==> config.mk <==
export PLATFORM = sky130hd
export DESIGN_NAME = bpfa_ctl
export DESIGN_NICKNAME = d
export VERILOG_FILES = /design/src/rtl/bpfa_pkg.sv /design/src/rtl/bpfa_ctl.sv
export SDC_FILE = /design/constraint.sdc
export NUM_CORES = 1
export LEC_CHECK = 0
export BUFFER_PORTS_ARGS = -buffer_cell sky130_fd_sc_hd__buf_2
export CORE_AREA = 5 5 42 44
export CTS_CLUSTER_DIAMETER = 100
export DETAILED_ROUTE_END_ITERATION = 6
export DIE_AREA = 0 0 47 49
export PLACE_DENSITY_LB_ADDON = 0.05
export SETUP_SLACK_MARGIN = 0.05
export SKIP_CTS_REPAIR_TIMING = 1
export SYNTH_ARGS = -nofsm -noshare
export SYNTH_HDL_FRONTEND = slang
export SYNTH_SLANG_ARGS = --single-unit
==> constraint.sdc <==
create_clock -name clock -period 1.6 [get_ports clock]
set_clock_uncertainty 0.05 [all_clocks]
set_input_delay 0.16 -clock clock [delete_from_list [all_inputs] [get_ports clock]]
set_output_delay 0.16 -clock clock [all_outputs]
set_load 0.01 [all_outputs]
==> src/rtl/bpfa_pkg.sv <==
`timescale 1ns / 1ps
`default_nettype none

package bpfa_pkg;

   // default sizing of the page pool
   localparam int MAX_PAGES_DEF     = 4096;
   localparam int PAGE_BYTES_DEF    = 4096;
   localparam int MAP_WORD_BITS_DEF = 32;

   // field widths
   localparam int ADDR_W     = 32;
   localparam int PAGES_W    = 13;
   localparam int BASE_W     = PAGES_W + 1;
   localparam int STATUS_W   = 2;
   localparam int CSR_IDX_W  = 1;
   localparam int CSR_DATA_W = 32;

   // register reset values
   localparam logic [ADDR_W-1:0]  POOL_BASE_RST  = 32'h0020_0000;
   localparam logic [PAGES_W-1:0] POOL_PAGES_RST = 13'd4096;

   // register indexes
   localparam logic [CSR_IDX_W-1:0] CSR_POOL_BASE  = 1'd0;
   localparam logic [CSR_IDX_W-1:0] CSR_POOL_PAGES = 1'd1;

   // request actions
   localparam logic ACT_ALLOC = 1'b0;
   localparam logic ACT_FREE  = 1'b1;

   // result codes
   localparam logic [STATUS_W-1:0] RES_DONE    = 2'd0;
   localparam logic [STATUS_W-1:0] RES_FULL    = 2'd1;
   localparam logic [STATUS_W-1:0] RES_OUTSIDE = 2'd2;

   typedef enum logic [2:0] {
      ST_CLEAR,
      ST_IDLE,
      ST_SCAN,
      ST_RANGE,
      ST_DIV,
      ST_FREE_RD,
      ST_FREE_WR,
      ST_RESPOND
   } ctl_state_type;

   typedef struct packed {
      logic clear_step;
      logic accept;
      logic scan_step;
      logic alloc_commit;
      logic full_set;
      logic range_check;
      logic div_step;
      logic free_read;
      logic free_update;
      logic rsp_load;
   } ctl_cmd_type;

   typedef struct packed {
      logic clear_last;
      logic hit;
      logic scan_end;
      logic outside;
      logic rsp_free;
   } ctl_stat_type;

endpackage

`default_nettype wire

==> src/rtl/bpfa_ctl.sv <==
`timescale 1ns / 1ps
`default_nettype none

module bpfa_ctl (
   input  logic                   clock,
   input  logic                   reset,
   input  logic                   req_valid,
   input  logic                   req_action,
   input  bpfa_pkg::ctl_stat_type stat,
   output logic                   req_ready,
   output bpfa_pkg::ctl_cmd_type  cmd
);
   import bpfa_pkg::*;

   ctl_state_type state_ff;
   ctl_state_type state_in;

   // state register, clearing pass first
   always_ff @(posedge clock) begin
      if (reset) begin
         state_ff <= ST_CLEAR;
      end else begin
         state_ff <= state_in;
      end
   end

   // next state
   always_comb begin
      state_in = state_ff;
      case (state_ff)
         ST_CLEAR: begin
            if (stat.clear_last) state_in = ST_IDLE;
         end
         ST_IDLE: begin
            if (req_valid) begin
               state_in = (req_action == ACT_FREE) ? ST_RANGE : ST_SCAN;
            end
         end
         ST_SCAN: begin
            if (stat.hit || stat.scan_end) state_in = ST_RESPOND;
         end
         ST_RANGE: begin
            state_in = ST_DIV;
         end
         ST_DIV: begin
            state_in = stat.outside ? ST_RESPOND : ST_FREE_RD;
         end
         ST_FREE_RD: begin
            state_in = ST_FREE_WR;
         end
         ST_FREE_WR: begin
            state_in = ST_RESPOND;
         end
         ST_RESPOND: begin
            if (stat.rsp_free) state_in = ST_IDLE;
         end
         default: begin
            state_in = ST_CLEAR;
         end
      endcase
   end

   // commands to the datapath
   always_comb begin
      cmd       = '0;
      req_ready = 1'b0;
      case (state_ff)
         ST_CLEAR: begin
            cmd.clear_step = 1'b1;
         end
         ST_IDLE: begin
            req_ready  = 1'b1;
            cmd.accept = req_valid;
         end
         ST_SCAN: begin
            cmd.scan_step    = !(stat.hit || stat.scan_end);
            cmd.alloc_commit = stat.hit;
            cmd.full_set     = stat.scan_end && !stat.hit;
         end
         ST_RANGE: begin
            cmd.range_check = 1'b1;
         end
         ST_DIV: begin
            cmd.div_step = !stat.outside;
         end
         ST_FREE_RD: begin
            cmd.free_read = 1'b1;
         end
         ST_FREE_WR: begin
            cmd.free_update = 1'b1;
         end
         ST_RESPOND: begin
            cmd.rsp_load = stat.rsp_free;
         end
         default: begin
            cmd = '0;
         end
      endcase
   end

endmodule

`default_nettype wire

After elaboration in Yosys (flattened, before gate mapping). Index checks and enable logic that the tools add are counted.

Register bits: 3. Output and inout bits: 11. Logic and storage cells: 35.

Equality and inequality tests: 11. Multiplexer cells: 16. Reduce and logical (&&, ||, !) cells: 7.

Operators by type and width (number): $pmux 3 s8 (1); $mux 3 (5); $eq 3x3->1 const B (4); $mux 1 (9); $ne 2x2->1 const B (4); $eq 3x2->1 const B (2); $reduce_and 4->1 (1); $eq 3x1->1 const B (1); $logic_not 1->1 (3); $logic_not 3->1 (1); $mux 2 (1); $logic_and 1x1->1 (1); $logic_or 1x1->1 (1).

Logic depth before layout (Yosys ltp).
Depth after elaboration: 3. Mapped depth: 5. Depth with buffers taken out: 4.

Worst setup path after synthesis. OpenSTA, ideal clock, no wires.

Path kind: register to register. Start: register state_ff[2]. End: register state_ff[2]. Arrival: 1204 ps. Required time: 1415 ps. Setup slack: 210 ps. Cell stages (with the launch flop): 5. Buffers on the path: 0. Cells stage by stage: dfxtp_1 or3b_1 or3_4 a21oi_2 nor3_1.

Word-level cells in the longest chain between the ends: 3.

RTL lines: start, declared (line bpfa_ctl.sv:15) `ctl_state_type state_ff;`; start signal, assigned (line bpfa_ctl.sv:23) `state_ff <= state_in;`; $eq 3x2->1 (tied with other cells) (line bpfa_ctl.sv:30) `case (state_ff)`; $ne 2x2->1 (no line); $reduce_and 4->1 (no line).

Parallel ways exist; a longest one is shown, timed or not. A chain may end at the register's enable or synchronous reset.

==> flow_summary.json <==
{
  "p_comb_share_pct": 54.6,
  "reg2reg_depth": 5,
  "arrival_ns": 1.45,
  "avgSynthCellArea_um2": 6.88,
  "grt-ovfl-total": 0,
  "antennaDiodeCount": 0,
  "dr.pass1.iters": 2,
  "clk_path_buf_depth": 2,
  "vias_per_cell": 4.70,
  "yosys_warnings": 0,
  "violations": "negative setup slack",
  "yosys.area.top_type": "dfxtp_1",
  "crit_cells": 4,
  "gr-usage-met3_pct": 6.27,
  "reg_top3": "state_ff (3)",
  "wl_per_cell_um": 12.0,
  "die_x_um": 47,
  "p_sw_w": 0.000203,
  "grt.met1_usage_pct": 12.3,
  "switching_share_pct": 38.9,
  "post-route-util_pct": 33.8,
  "status": "finished, violations left",
  "clkSinkCount": 3,
  "gr-max-usage-layer": "met1",
  "netlist_top_cells_count": "nor3_1, inv_1, nor2_1",
  "finalWirelength_um": 980,
  "first_iter_violations": 1,
  "power.leakage_nw": 0.242,
  "coreArea_mm2": 0.00140,
  "pwr-share-seq_pct": 19.6,
  "fin_nets": 76,
  "intPower_w": 0.000319,
  "top_register": "state_ff",
  "tns_ns": -0.0630,
  "crit_buf_inv": 2,
  "max-vdd-ir-drop_mv": 0.531,
  "slew_headroom_pct": 81.9,
  "grt_max_degree": 15,
  "dieArea_mm2": 0.00230,
  "ant_nets": 0,
  "fmax_mhz": 601,
  "ys_seq_area_share_pct": 21.8,
  "drc_errors": 0,
  "report.final.slew_viol_count": 0,
  "yosysTopAreaCellShare_pct": 21.8,
  "slowest_delay_ns": 0.39,
  "async_flop_share_pct": 0,
  "clockPowerShare_pct": 25.8,
  "power.density_mw_per_mm2": 1100,
  "clk_latency_ns": 0.23,
  "crit_path_end_kind": "output port",
  "ys_types": 21,
  "worstPathRequired_ns": 1.39,
  "dp_cells": 75,
  "synth_area_um2": 275,
  "synth_cells": 40,
  "start_util_pct": 19.6,
  "gp_congestion": 0.701,
  "grt_pass1_wl_um": 1550,
  "largest_reg_flops": 3,
  "syn-num-nets": 49,
  "synth_edf_count": 0,
  "worstMarginPinSlew_ns": 0.270,
  "drive_above_1_share_pct": 56.1,
  "cts.clk_slew.worst_paths_ns": 0.04,
  "vias": 385,
  "pin_count": 20,
  "synth_area_leaders": "dfxtp_1, nor3_1, nor3b_1, a21oi_1, buf_2",
  "grt_usage_pct": 9.42,
  "yosysMostFrequentCell": "nor3_1",
  "cp_slowest_cell": "or3b_4",
  "area_growth_pct": 72.3,
  "final.period_utilization_pct": 104,
  "cts_tree": "built",
  "hp-class": "in -> reg",
  "rsz0062_at_grt": "yes",
  "stdcell_count": 82,
  "fin_crit_ns": 1.66,
  "htreeDepth": 1,
  "setup_viol": 1,
  "synth_flop_cell": "dfxtp_1",
  "worstPathCellList": "or3b_4 > or3_4 > inv_2 > buf_6",
  "start_kind": "register",
  "whs_path_depth": 2,
  "crit_fanout": 2,
  "dpl.hpwl_um": 699,
  "worstSetupPathType": "reg -> out",
  "numCtsBuffers": 3,
  "antenna_found_initial": 0,
  "grt_pass1_vias": 358,
  "crit_family": "simple AND/OR/NAND/NOR gates",
  "layout_setup_ws_ns": -0.0630,
  "met2_usage_pct": 11.8,
  "power_w": 0.000522,
  "cap_violations": 0,
  "synth-seq-cells": 3,
  "finalHoldViolations": 0,
  "die_h_um": 49,
  "cts-root-buf": "clkbuf_4",
  "rows": 14,
  "port_buffers": 19
}
[final timing paths]
path                    start  slack [ns]     endpoint
hold reg to reg   state_ff[0]        0.63  state_ff[0]
setup reg to reg  state_ff[2]        0.04  state_ff[2]
setup / recovery  state_ff[2]       -0.06       cmd[7]
hold / removal          reset        0.08  state_ff[1]
[cell families (layout without fill, tap and decap cells)]
| kind of cell | after synthesis | count (layout) | synth area share, % |
|---|---|---|---|
| simple gates | 20 | 20 | 42.7 |
| flops | 3 | 3 | 21.8 |
| buf+inv | 7 | 33 | 10.9 |
| compound gates | 10 | 10 | 24.5 |
[cells in the final DEF (no fill, tap or decap), drive strengths merged]
master and n:
buf 25, nor3 5, inv 4, nor2 4
a21oi 4, clkbuf 4, nor3b 3, dfxtp 3
nor4 2, or3 2, nand2b 1, nand2 1
or3b 1, a31o 1, a31oi 1, a211o 1
and3 1, o21ai 1, o21a 1, a211oi 1
[power groups by stage]
stage	Combinational (W)	Clock, W	Sequential [W]
after floorplan	0.000164	0	0.000103
after global placement	0.000261	0	0.000102
after detailed placement	0.000256	0	0.000101
after CTS	0.000257	0.000142	0.000101
after global routing	0.000314	0.000153	0.000105
final	0.000285	0.000135	0.000102
[through the flow]
step / area [um2] / setup slack (ns) / hold WS (ns)
finish: 474 / -0.0630 / 0.0843
global route: 474 / -0.104 / 0.0771
CTS: 424 / -0.0968 / 0.0636
detailed placement: 398 / 0.164 / 0.314
global placement: 398 / 0.167 / 0.324
floorplan: 275 / 0.210 / 0.179
[worst register-to-register path, delay by kind of cell (launching register included)]
kind	cells	cell delay, ns
simple gates	3	0.82
flops	1	0.30
buf+inv	1	0.14
compound gates	1	0.13
[layer usage]
| layer | wire length, um | part of all wire (%) |
|---|---|---|
| met5 | 0 | 0 |
| met4 | 0 | 0 |
| met3 | 83 | 8.5 |
| met2 | 449 | 46 |
| met1 | 447 | 46 |
[final cells by class]
type | count | area [um2]
Sequential cell | 3 | 61.3
Fill cell | 168 | 927
Clock buffer | 4 | 26.3
Multi-Input combinational cell | 30 | 205
Tap cell | 16 | 20.0
Timing Repair Buffer | 25 | 146
Inverter | 4 | 15.0
Note: power is estimated with default switching activity, not from simulation.
